## src/radial_stick_dead_zone_top_assert.svh

```systemverilog
// ----------------------------------------------------------------------------
// Radial stick dead zone: assertion macros
// Shared concurrent assertion forms used by the block's RTL.
// ----------------------------------------------------------------------------
`ifndef RADIAL_STICK_DEAD_ZONE_TOP_ASSERT_SVH
`define RADIAL_STICK_DEAD_ZONE_TOP_ASSERT_SVH

// Whenever the antecedent holds, the consequent must hold in the same cycle.
`define RSDZ_ASSERT_IMPLY(name, clk, rst, ante, cons) \
   name: assert property (@(posedge clk) disable iff (rst) (ante) |-> (cons)) \
      else $error("rsdz assertion failed");

// The condition must never hold.
`define RSDZ_ASSERT_NEVER(name, clk, rst, cond) \
   name: assert property (@(posedge clk) disable iff (rst) !(cond)) \
      else $error("rsdz assertion failed");

`endif

```

## src/rsdz_sqrt.sv

```systemverilog
// ----------------------------------------------------------------------------
// Pipelined integer square root
// One result bit per stage, restoring digit-by-digit; floor root of radicand.
// ----------------------------------------------------------------------------
module rsdz_sqrt #(
   parameter int ROOT_W = 16,
   parameter int TAG_W  = 1
) (
   input  logic                clock,
   input  logic                reset,
   input  logic                en,
   input  logic                in_valid,
   input  logic [2*ROOT_W-1:0] in_radicand,
   input  logic [TAG_W-1:0]    in_tag,
   output logic                out_valid,
   output logic [ROOT_W-1:0]   out_root,
   output logic [TAG_W-1:0]    out_tag
);

   localparam int RAD_W = 2 * ROOT_W;
   localparam int REM_W = ROOT_W + 3;

   logic              v_ff    [ROOT_W];
   logic [RAD_W-1:0]  rad_ff  [ROOT_W];
   logic [REM_W-1:0]  rem_ff  [ROOT_W];
   logic [ROOT_W-1:0] root_ff [ROOT_W];
   logic [TAG_W-1:0]  tag_ff  [ROOT_W];

   for (genvar s = 0; s < ROOT_W; s++) begin : g_stage
      logic              v_prev;
      logic [RAD_W-1:0]  rad_prev;
      logic [REM_W-1:0]  rem_prev;
      logic [ROOT_W-1:0] root_prev;
      logic [TAG_W-1:0]  tag_prev;
      logic [REM_W-1:0]  cur;
      logic [REM_W-1:0]  trial;

      if (s == 0) begin : g_first
         assign v_prev    = in_valid;
         assign rad_prev  = in_radicand;
         assign rem_prev  = '0;
         assign root_prev = '0;
         assign tag_prev  = in_tag;
      end else begin : g_next
         assign v_prev    = v_ff[s-1];
         assign rad_prev  = rad_ff[s-1];
         assign rem_prev  = rem_ff[s-1];
         assign root_prev = root_ff[s-1];
         assign tag_prev  = tag_ff[s-1];
      end

      // Bring down the next two radicand bits and try root*4 + 1.
      assign cur   = {rem_prev[REM_W-3:0], rad_prev[RAD_W-1 -: 2]};
      assign trial = {1'b0, root_prev, 2'b01};

      always_ff @(posedge clock) begin
         if (reset) begin
            v_ff[s] <= 1'b0;
         end else if (en) begin
            v_ff[s] <= v_prev;
         end
         if (en) begin
            rad_ff[s] <= rad_prev << 2;
            tag_ff[s] <= tag_prev;
            if (cur >= trial) begin
               rem_ff[s]  <= cur - trial;
               root_ff[s] <= {root_prev[ROOT_W-2:0], 1'b1};
            end else begin
               rem_ff[s]  <= cur;
               root_ff[s] <= {root_prev[ROOT_W-2:0], 1'b0};
            end
         end
      end
   end

   assign out_valid = v_ff[ROOT_W-1];
   assign out_root  = root_ff[ROOT_W-1];
   assign out_tag   = tag_ff[ROOT_W-1];

endmodule

```

## config.mk

```make
export PLATFORM = sky130hd
export DESIGN_NAME = rsdz_sqrt
export DESIGN_NICKNAME = d
export VERILOG_FILES = /design/src/radial_stick_dead_zone_top_assert.svh /design/src/rsdz_sqrt.sv
export SDC_FILE = /design/constraint.sdc
export NUM_CORES = 1
export LEC_CHECK = 0
export BUFFER_PORTS_ARGS = -buffer_cell sky130_fd_sc_hd__buf_2
export CAP_MARGIN = 10
export CORE_ASPECT_RATIO = 0.9
export CORE_UTILIZATION = 55
export DETAILED_ROUTE_END_ITERATION = 8
export HOLD_SLACK_MARGIN = 0.12
export PLACE_DENSITY = 0.83
export SLEW_MARGIN = 20
export SYNTH_ARGS = -nofsm -noshare
export SYNTH_HDL_FRONTEND = slang
export SYNTH_SLANG_ARGS = --single-unit
```

## constraint.sdc

```tcl
create_clock -name clock -period 7.1 [get_ports clock]
set_input_delay 0.355 -clock clock [delete_from_list [all_inputs] [get_ports clock]]
set_output_delay 0.355 -clock clock [all_outputs]
set_load 0.05 [all_outputs]
```

==> flow_metrics.py <==
metrics = {
    "outcome": {
        "run_status": "completed",
    },
    "cells_and_area": {
        "drive_gt1_frac": 0.0954,
        "nets": 2488,
        "seq_area_mm2": 0.0194,
        "final_cell_mix": "644 x edfxtp_1, 189 x inv_1, 153 x ha_1, 139 x nor2_1, 134 x a21oi_1",
        "multi_input_area_mm2": 0.00906,
        "nFillCells": 3859,
        "area_growth_pct": 12.2,
        "final_common_cell": "edfxtp_1",
        "num_antenna_cells": 0,
    },
    "setup_path": {
        "max_stage_delay_ns": 0.70,
        "arrival_ns": 3.50,
        "crit_family": "simple AND/OR/NAND/NOR gates",
        "critPathBufInv": 0,
        "crit_chain": "ha_1, or3_1, o221a_1, or3_4, nor4b_4, nor2b_2, a22o_1",
        "cp-start-kind": "flip-flop",
        "worstPathRequired_ns": 7.45,
        "endpoint_kind": "flip-flop",
        "crit_type": "flip-flop to flip-flop",
        "r2r_slack_ns": 3.95,
        "cp_max_fo": 14,
        "critical_path.slowest_cell": "nor4b_4",
    },
    "grt": {
        "grt_max_degree": 95,
        "grt_pass1_vias": 17200,
        "grt_pass1_wl_um": 86000,
        "groute.usage.overall": 0.197,
        "grt.overflow.total": 0,
        "antenna_found_initial": 1,
    },
    "routing": {
        "drc": 0,
        "vias": 17000,
        "met3_length_um": 2520,
        "drt-wirelength-per-cell_um": 17.2,
        "met1_length_um": 22400,
        "via_per_inst": 5.61,
        "drt-pass1-iter-count": 5,
        "dr.first_iter.drc_count": 1362,
        "top_layer_used": "met5",
        "wl_met2_um": 25900,
        "totalWireLength_um": 52200,
        "ant_nets": 0,
    },
    "logic_synthesis": {
        "yosysSeqAreaShare": 0.660,
        "netlist_instances": 2183,
        "ys.flop_type": "edfxtp_1",
        "syn_avg_cell_area_um2": 13.4,
        "syn_nets": 2373,
        "synth_cell_types": 86,
        "ys_ff_latch": 645,
        "syn_area_mm2": 0.0293,
        "async_flop_share": 0,
        "yosysWarningCount": 0,
        "synth_edf_count": 644,
    },
    "pwr": {
        "total_power_mw": 10.0,
        "p_int_mw": 7.51,
        "p_seq_frac": 0.496,
        "p_leak_nw": 12.6,
        "pwr-share-clk": 0.355,
        "switching_share": 0.250,
        "vdd_drop_max_v": 0.000267,
        "p_per_area_mw_per_mm2": 304,
        "p_sw_mw": 2.51,
        "combPwrFrac": 0.149,
    },
    "place": {
        "portBuffers": 54,
        "routabilityCongestion": 0.909,
        "place_hpwl_um": 35600,
        "place_ws_ns": 3.65,
    },
    "clock_tree": {
        "clkTransAtPathRegs_ns": 0.06,
        "clock_latency_ns": 0.61,
        "cts_buffers": 68,
        "cts_resized": 0,
        "cts_tree": "done",
        "clock-root-buffer": "clkbuf_16",
        "cts.path.max_buffers": 3,
        "htreeDepth": 3,
        "clock-sinks": 645,
    },
    "timing": {
        "slew_headroom": 0.334,
        "final.setup.tns_ns": 0,
        "fin_ws_ns": 3.95,
        "worstMarginPinSlew_ns": 0.991,
        "fin_crit_sh": 0.444,
        "drv_slew": 0,
        "rsz0062_at_grt": "no",
        "hold_viol": 0,
        "timing.hold.ws_ns": 0.152,
        "finClkSkew_ns": 0.0235,
        "setup_violations": 0,
        "period_needed_ns": 3.15,
        "fmax_mhz": 317,
    },
    "floorplanning": {
        "die_h_um": 221,
        "placementRows": 79,
        "fp.coreArea_mm2": 0.0522,
        "pin_count": 55,
        "die_w_um": 245,
        "dieArea_mm2": 0.0543,
        "start_util": 0.562,
    },
    "job": {
        "maxCapViolCount": 0,
    },
    "worst_hold_path": {
        "min_path_type": "input port to flip-flop",
    },
}
cells in the mapped netlist, types with 6 or more instances:
master / count / area, um^2
nor2_1: 140 / 526
nor3_1: 51 / 255
nand2_1: 120 / 450
a21oi_1: 134 / 671
nand2b_1: 32 / 200
nand3_1: 25 / 125
o31ai_1: 11 / 82.6
nand4_1: 19 / 119
a31oi_1: 10 / 62.6
o21ai_0: 102 / 510
nor4_1: 23 / 144
o21a_1: 31 / 233
or3_1: 18 / 113
inv_1: 189 / 709
a21o_1: 29 / 218
o21bai_1: 7 / 52.6
and3_1: 10 / 62.6
and2_1: 33 / 206
clkbuf_1: 41 / 154
o211ai_1: 6 / 45.0
buf_2: 10 / 50.1
or4_1: 6 / 45.0
nor2b_1: 16 / 100
xnor2_1: 90 / 788
xor2_1: 86 / 753
a211oi_1: 9 / 67.6
ha_1: 153 / 1910
mux2_2: 33 / 372
edfxtp_1: 644 / 19300
registers in the layout, indices dropped and copies added, names as in the netlist:
signal   flops
rem_ff     237
tag_ff      16
rad_ff     240
root_ff    136
v_ff        16
what timing repair did:
item | 4_1_cts | 5_1_grt
hold endpoints to repair | 33 | 0
setup buffers | 0 | 0
hold buffers | 33 | 0
path summary, 6_finish.rpt:
kind,start,endpoint,cells past startpoint
max,rem_ff[0][58],rem_ff[0][84],7
min,in_radicand[30],rem_ff[0][0],3
max reg2reg,rem_ff[0][58],rem_ff[0][84],7
min reg2reg,rad_ff[1][145],rad_ff[1][177],0
worst min-delay path: cells and delay by family:
kind | cells | cell delay, ns
xor gates and xnor gates | 1 | 0.16
buffers and inverters | 2 | 0.13
cell families (layout without fill, tap and decap cells):
group | count (synthesis) | count (layout) | synth area share
xor gates and xnor gates | 176 | 176 | 0.0525
muxes | 37 | 37 | 0.0140
AOI/OAI and AO/OA | 393 | 393 | 0.0825
DFF | 645 | 645 | 0.660
adders and majority gates | 153 | 153 | 0.0653
and+or+nand+nor | 536 | 536 | 0.0942
buffers and inverters | 243 | 409 | 0.0316
cell type report:
cell class | count | area share
repair buffers | 97 | 0.0208
multi-input cells | 1295 | 0.275
clock buffers | 85 | 0.0559
clock inverters | 36 | 0.0120
well taps | 688 | 0.0262
flip-flops and latches | 645 | 0.588
inverters | 191 | 0.0219
power groups by stage:
stage,sequential [mW],clock (mW),combinational (mW)
after floorplan,4.96,0,1.12
after global placement,5.03,0,1.40
after detailed placement,5.04,0,1.46
after CTS,4.97,3.64,1.49
after global routing,5.01,3.79,1.67
final,4.96,3.56,1.49
stage by stage:
stage,std cells,cell area (um^2),util
floorplan,2183,29300,-
global placement,2883,30300,0.581
detailed placement,2883,30300,0.581
CTS,3037,32900,0.631
global route,3037,32900,0.631
finish,3037,32900,0.631
routing by layer:
layer | GRT usage | vias to the layer above
li1 | - | 8247
met2 | 0.335 | 450
met4 | 0.0625 | 2
met1 | 0.256 | 8242
met3 | 0.0378 | 103
met5 | 0 | -
Power figures use the tool's default switching activity.
