## config.mk

```make
export PLATFORM = sky130hd
export DESIGN_NAME = rsdz_div
export DESIGN_NICKNAME = d
export VERILOG_FILES = /design/src/radial_stick_dead_zone_top_assert.svh /design/src/rsdz_pkg.sv /design/src/rsdz_div.sv
export SDC_FILE = /design/constraint.sdc
export NUM_CORES = 2
export LEC_CHECK = 0
export BUFFER_PORTS_ARGS = -buffer_cell sky130_fd_sc_hd__buf_2
export CAP_MARGIN = 5
export CORE_AREA = 10 10 538 671
export CTS_CLUSTER_DIAMETER = 80
export CTS_CLUSTER_SIZE = 30
export DETAILED_ROUTE_END_ITERATION = 16
export DIE_AREA = 0 0 548 681
export PLACE_DENSITY = 0.58
export SLEW_MARGIN = 10
export SYNTH_ARGS = -nofsm -noshare
export SYNTH_HDL_FRONTEND = slang
export SYNTH_SLANG_ARGS = --single-unit
```

## constraint.sdc

```tcl
create_clock -name clock -period 4.1 [get_ports clock]
set_clock_uncertainty 0.05 [all_clocks]
set_input_delay 0.205 -clock clock [delete_from_list [all_inputs] [get_ports clock]]
set_output_delay 0.205 -clock clock [all_outputs]
set_load 0.03 [all_outputs]
```

## src/radial_stick_dead_zone_top_assert.svh

```systemverilog
// ----------------------------------------------------------------------------
// Radial stick dead zone: assertion macros
// Shared concurrent assertion forms used by the block's RTL.
// ----------------------------------------------------------------------------
`ifndef RADIAL_STICK_DEAD_ZONE_TOP_ASSERT_SVH
`define RADIAL_STICK_DEAD_ZONE_TOP_ASSERT_SVH

// Whenever the antecedent holds, the consequent must hold in the same cycle.
`define RSDZ_ASSERT_IMPLY(name, clk, rst, ante, cons) \
   name: assert property (@(posedge clk) disable iff (rst) (ante) |-> (cons)) \
      else $error("rsdz assertion failed");

// The condition must never hold.
`define RSDZ_ASSERT_NEVER(name, clk, rst, cond) \
   name: assert property (@(posedge clk) disable iff (rst) !(cond)) \
      else $error("rsdz assertion failed");

`endif

```

## src/rsdz_pkg.sv

```systemverilog
// ----------------------------------------------------------------------------
// Radial stick dead zone package
// Constants, register reset values and register indexes for the block.
// ----------------------------------------------------------------------------
package rsdz_pkg;

   localparam int SAMPLE_BITS_DEF = 16;
   localparam int DZ_W            = 15;
   localparam int AXIS_W          = 16;
   // Quotient bits of the normalized axis; all ones stands for 1.0.
   localparam int FRAC_W          = 15;

   localparam logic [DZ_W-1:0] LEFT_DZ_RST  = 15'd7849;
   localparam logic [DZ_W-1:0] RIGHT_DZ_RST = 15'd8689;

   localparam int CSR_IDX_W = 1;

   typedef enum logic [CSR_IDX_W-1:0] {
      CSR_LEFT_DZ  = 1'b0,
      CSR_RIGHT_DZ = 1'b1
   } csr_index_type;

endpackage

```

## src/rsdz_div.sv

```systemverilog
// ----------------------------------------------------------------------------
// Pipelined two-lane divider
// Restoring division of two numerators by one divisor, one quotient bit per
// stage; the quotient is known to fit in FRAC_W bits.
// ----------------------------------------------------------------------------
module rsdz_div
   import rsdz_pkg::*;
#(
   parameter int NUM_W = 46,
   parameter int DEN_W = 31,
   parameter int TAG_W = 1
) (
   input  logic              clock,
   input  logic              reset,
   input  logic              en,
   input  logic              in_valid,
   input  logic [NUM_W-1:0]  in_num_a,
   input  logic [NUM_W-1:0]  in_num_b,
   input  logic [DEN_W-1:0]  in_den,
   input  logic [TAG_W-1:0]  in_tag,
   output logic              out_valid,
   output logic [FRAC_W-1:0] out_quo_a,
   output logic [FRAC_W-1:0] out_quo_b,
   output logic [TAG_W-1:0]  out_tag
);

   logic              v_ff     [FRAC_W];
   logic [NUM_W-1:0]  rem_a_ff [FRAC_W];
   logic [NUM_W-1:0]  rem_b_ff [FRAC_W];
   logic [FRAC_W-1:0] quo_a_ff [FRAC_W];
   logic [FRAC_W-1:0] quo_b_ff [FRAC_W];
   logic [DEN_W-1:0]  den_ff   [FRAC_W];
   logic [TAG_W-1:0]  tag_ff   [FRAC_W];

   for (genvar s = 0; s < FRAC_W; s++) begin : g_stage
      logic              v_prev;
      logic [NUM_W-1:0]  rem_a_prev;
      logic [NUM_W-1:0]  rem_b_prev;
      logic [FRAC_W-1:0] quo_a_prev;
      logic [FRAC_W-1:0] quo_b_prev;
      logic [DEN_W-1:0]  den_prev;
      logic [TAG_W-1:0]  tag_prev;
      logic [NUM_W:0]    den_sh;
      logic              ge_a;
      logic              ge_b;

      if (s == 0) begin : g_first
         assign v_prev     = in_valid;
         assign rem_a_prev = in_num_a;
         assign rem_b_prev = in_num_b;
         assign quo_a_prev = '0;
         assign quo_b_prev = '0;
         assign den_prev   = in_den;
         assign tag_prev   = in_tag;
      end else begin : g_next
         assign v_prev     = v_ff[s-1];
         assign rem_a_prev = rem_a_ff[s-1];
         assign rem_b_prev = rem_b_ff[s-1];
         assign quo_a_prev = quo_a_ff[s-1];
         assign quo_b_prev = quo_b_ff[s-1];
         assign den_prev   = den_ff[s-1];
         assign tag_prev   = tag_ff[s-1];
      end

      // Divisor aligned to the quotient bit that this stage decides.
      assign den_sh = (NUM_W + 1)'(den_prev) << (FRAC_W - 1 - s);
      assign ge_a   = {1'b0, rem_a_prev} >= den_sh;
      assign ge_b   = {1'b0, rem_b_prev} >= den_sh;

      always_ff @(posedge clock) begin
         if (reset) begin
            v_ff[s] <= 1'b0;
         end else if (en) begin
            v_ff[s] <= v_prev;
         end
         if (en) begin
            den_ff[s]   <= den_prev;
            tag_ff[s]   <= tag_prev;
            rem_a_ff[s] <= ge_a ? NUM_W'({1'b0, rem_a_prev} - den_sh) : rem_a_prev;
            rem_b_ff[s] <= ge_b ? NUM_W'({1'b0, rem_b_prev} - den_sh) : rem_b_prev;
            quo_a_ff[s] <= {quo_a_prev[FRAC_W-2:0], ge_a};
            quo_b_ff[s] <= {quo_b_prev[FRAC_W-2:0], ge_b};
         end
      end
   end

   assign out_valid = v_ff[FRAC_W-1];
   assign out_quo_a = quo_a_ff[FRAC_W-1];
   assign out_quo_b = quo_b_ff[FRAC_W-1];
   assign out_tag   = tag_ff[FRAC_W-1];

endmodule

```

==> impl_metrics.env <==
export IMPL_status="finished, final reports clean"
export IMPL_netlist_top_cells_area="edfxtp_1 49%, ha_1 9.6%, a21oi_1 4.5%"
export IMPL_synthDistinctLibCells=104
export IMPL_drtIter0Drc=4176
export IMPL_setup_viol=0
export IMPL_die_area_um2=373000
export IMPL_synth_commonest_cells="1992 x edfxtp_1, 1097 x a21oi_1, 930 x ha_1, 912 x nand2_1, 804 x nor2_1"
export IMPL_cp_slowest_cell="dlygate4sd3_1"
export IMPL_dp_hpwl_um=282000
export IMPL_vdd_ir_drop_max_mv=0.318
export IMPL_power_density_nw_per_um2=689
export IMPL_p_comb_share_pct=49.1
export IMPL_areaGrowthSynthToFinish_pct=16.6
export IMPL_syn_inst=11400
export IMPL_hp_class="in2reg"
export IMPL_synth_largest_type_area_fraction_pct=49.4
export IMPL_first_pass_iters=5
export IMPL_yosysMostFrequentCell="edfxtp_1"
export IMPL_ys_ff_latch=1992
export IMPL_antenna_found_initial=9
export IMPL_synth_top_cell_by_area="edfxtp_1"
export IMPL_arrival_ns=4.55
export IMPL_nNetsFinal=13500
export IMPL_wire_per_inst_um=20.1
export IMPL_p_int_mw=59.2
export IMPL_die_width_um=548
export IMPL_end_kind="flop"
export IMPL_syn_nets=12500
export IMPL_fin_cells=17200
export IMPL_cts_inserted_buffers=141
export IMPL_numClockSinks=1992
export IMPL_clock_latency_ns=0.87
export IMPL_required_ns=4.63
export IMPL_critPathLaunchType="primary input"
export IMPL_vias_per_cell=5.10
export IMPL_htree_levels=4
export IMPL_crit_path_max_fanout=5
export IMPL_rows=242
export IMPL_cpPeakStageDelay_ns=0.56
export IMPL_clk_path_buf_depth=4
export IMPL_min_path_cells=2
export IMPL_clk_pin_slew_worst_paths_ns=0.08
export IMPL_port_buffers=159
export IMPL_synth_async_sr_flop_share_pct=0
export IMPL_grt_usage_pct=17.7
export IMPL_p_clk_share_pct=15.6
export IMPL_io_pins=160
export IMPL_gp_congestion=0.961
export IMPL_overflow=0
export IMPL_rsz0062_at_grt="yes"
export IMPL_grt_max_degree=119
export IMPL_core_area_um2=347000
export IMPL_p_switching_mw=38.2
export IMPL_seqPwrFrac_pct=35.2
export IMPL_tightestPinTransition_ns=0.850
export IMPL_crit_path_cell_trace="dlygate4sd3_1 > buf_2 > inv_1 > ha_1 > inv_1 > fa_1 > a21oi_2 > o211ai_1 > a221oi_2 > buf_4 > o311ai_1 > and2_4 > nor2_4 > o31ai_1 > a221o_1 > a211oi_4 > buf_12 > buf_12 > o21ai_0 > dlygate4sd3_1"
export IMPL_ant_nets=0
export IMPL_max_slew_margin_pct=43.3
export IMPL_synth_avg_cell_area_um2=10.6
export IMPL_grt_pass1_vias=91900
export IMPL_drive_above_1_share_pct=13.2
export IMPL_detail_route_wirelength_um=345000
export IMPL_fin_hold_ws_ns=0.0606
export IMPL_clock_fmax_ghz=0.249
export IMPL_synth_edff_count=1992
export IMPL_r2r_cells=16
export IMPL_hold_viol_final=0
export IMPL_dr_total_vias=87700
export IMPL_crit_type="in2reg"
export IMPL_num_fill_cells=33500
export IMPL_timing_final_crit_share_pct=98.0
export IMPL_tritoncts="yes"
export IMPL_drcViolationCount=0
export IMPL_synth_area_um2=121000
export IMPL_min_period_ns=4.02
export IMPL_start_util_pct=34.9
export IMPL_swShare_pct=39.2
export IMPL_grt_pass1_wl_um=518000
export IMPL_ys_seq_area_share_pct=49.4
export IMPL_synth_main_ff_cell="edfxtp_1"
export IMPL_ctsRootBufferMaster="clkbuf_16"
export IMPL_fin_tns_setup_ns=0
export IMPL_fin_ws_ns=0.0826
export IMPL_dp_cells=16700
export IMPL_p_leak_nw=56.3
export IMPL_maxCapViolCount=0
export IMPL_place_ws_ns=-0.226
export IMPL_dieHeight_um=681
export IMPL_slew_viol_final=0
export IMPL_yosysWarnings=0
[registers in the layout, indices dropped and copies added (netlist names)]
signal    count
rem_a_ff    644
rem_b_ff    644
den_ff      434
quo_a_ff    120
quo_b_ff    120
tag_ff       15
v_ff         15
[kinds of logic after synthesis]
| group | share of synthesized area, % |
|---|---|
| fa+ha+maj | 10.1 |
| simple gates | 12.3 |
| xor+xnor | 6.82 |
| flops | 49.4 |
| buf+inv | 3.18 |
| compound gates | 16.5 |
| mux | 1.77 |
[stage by stage]
stage | cell area (um^2) | utilization, % | total power, mW
2_1_floorplan | 121000 | - | 65.4
3_3_place_gp | 134000 | 38.5 | 81.6
3_5_place_dp | 134000 | 38.5 | 81.7
4_1_cts | 140000 | 40.4 | 97.5
5_1_grt | 141000 | 40.7 | 104
6_report | 141000 | 40.7 | 97.4
[metal layers]
layer	up-vias	routed length [um]	track usage [%]	part of all wire (%)
met5	-	0	0	0
met4	0	30100	12.2	8.7
met3	829	7870	1.61	2.3
met2	1558	188000	35.4	54
met1	41000	119000	16.6	35
li1	44200	-	-	-
[placed cells by master, fill, tap and decap left out, drive strengths merged, types with 78 or more instances in the layout]
cell type,count
a211oi,82
a21o,502
a21oi,1099
a31oi,78
and3,104
buf,988
clkbuf,163
dlygate4sd3,173
edfxtp,1992
ha,930
inv,758
mux2,181
nand2,912
nand2b,147
nand3,193
nand4,156
nor2,805
nor2b,136
nor3,165
nor4,121
o21a,113
o21ai,777
o21bai,112
xnor2,526
xor2,418
[power groups by stage]
stage	Sequential, mW	Combinational [mW]	Clock, mW
after CTS	34.3	47.4	15.8
after global routing	34.9	52.9	16.5
final	34.3	47.9	15.2
after detailed placement	34.7	46.9	0
after floorplan	33.0	32.4	0
after global placement	34.8	46.8	0
[worst max-delay path, delay by kind of cell]
family,cells,cell delay (ns)
buffers and inverters,8,1.81
AO/OA/AOI/OAI,8,1.64
adder cells (fa/ha/maj),2,0.58
AND/OR/NAND/NOR,2,0.30
[area by class of cell]
| type | instances | area [um^2] | area share (%) |
|---|---|---|---|
| sequential | 1992 | 59800 | 42.3 |
| multi-input combinational | 8391 | 58300 | 41.3 |
| timing repair buffer | 1168 | 9710 | 6.87 |
| tap | 4636 | 5800 | 4.11 |
| clock buffer | 156 | 3710 | 2.63 |
| inverter | 731 | 2750 | 1.94 |
| clock inverter | 87 | 1140 | 0.805 |
| antenna | 16 | 40.0 | 0.0283 |
[final timing paths]
kind / to / startpoint / slack, ns
hold reg to reg: quo_b_ff[1][78] / quo_b_ff[1][62] / 0.35
hold / removal: den_ff[0][7] / in_den[7] / 0.06
setup reg to reg: rem_a_ff[1][7] / rem_a_ff[0][328] / 0.10
setup / recovery: rem_a_ff[0][29] / in_num_a[14] / 0.08
[what timing repair did]
| item | 4_1_cts | 5_1_grt |
|---|---|---|
| resized for setup | 22 | 121 |
| pin swaps | 11 | 49 |
| hold buffers | 173 | 0 |
| endpoints found under the hold margin | 241 | 0 |
| buffers inserted | 4 | 17 |
| endpoints found under the setup margin | 82 | 272 |
| gates cloned | 0 | 8 |
Power figures use the tool's default switching activity.
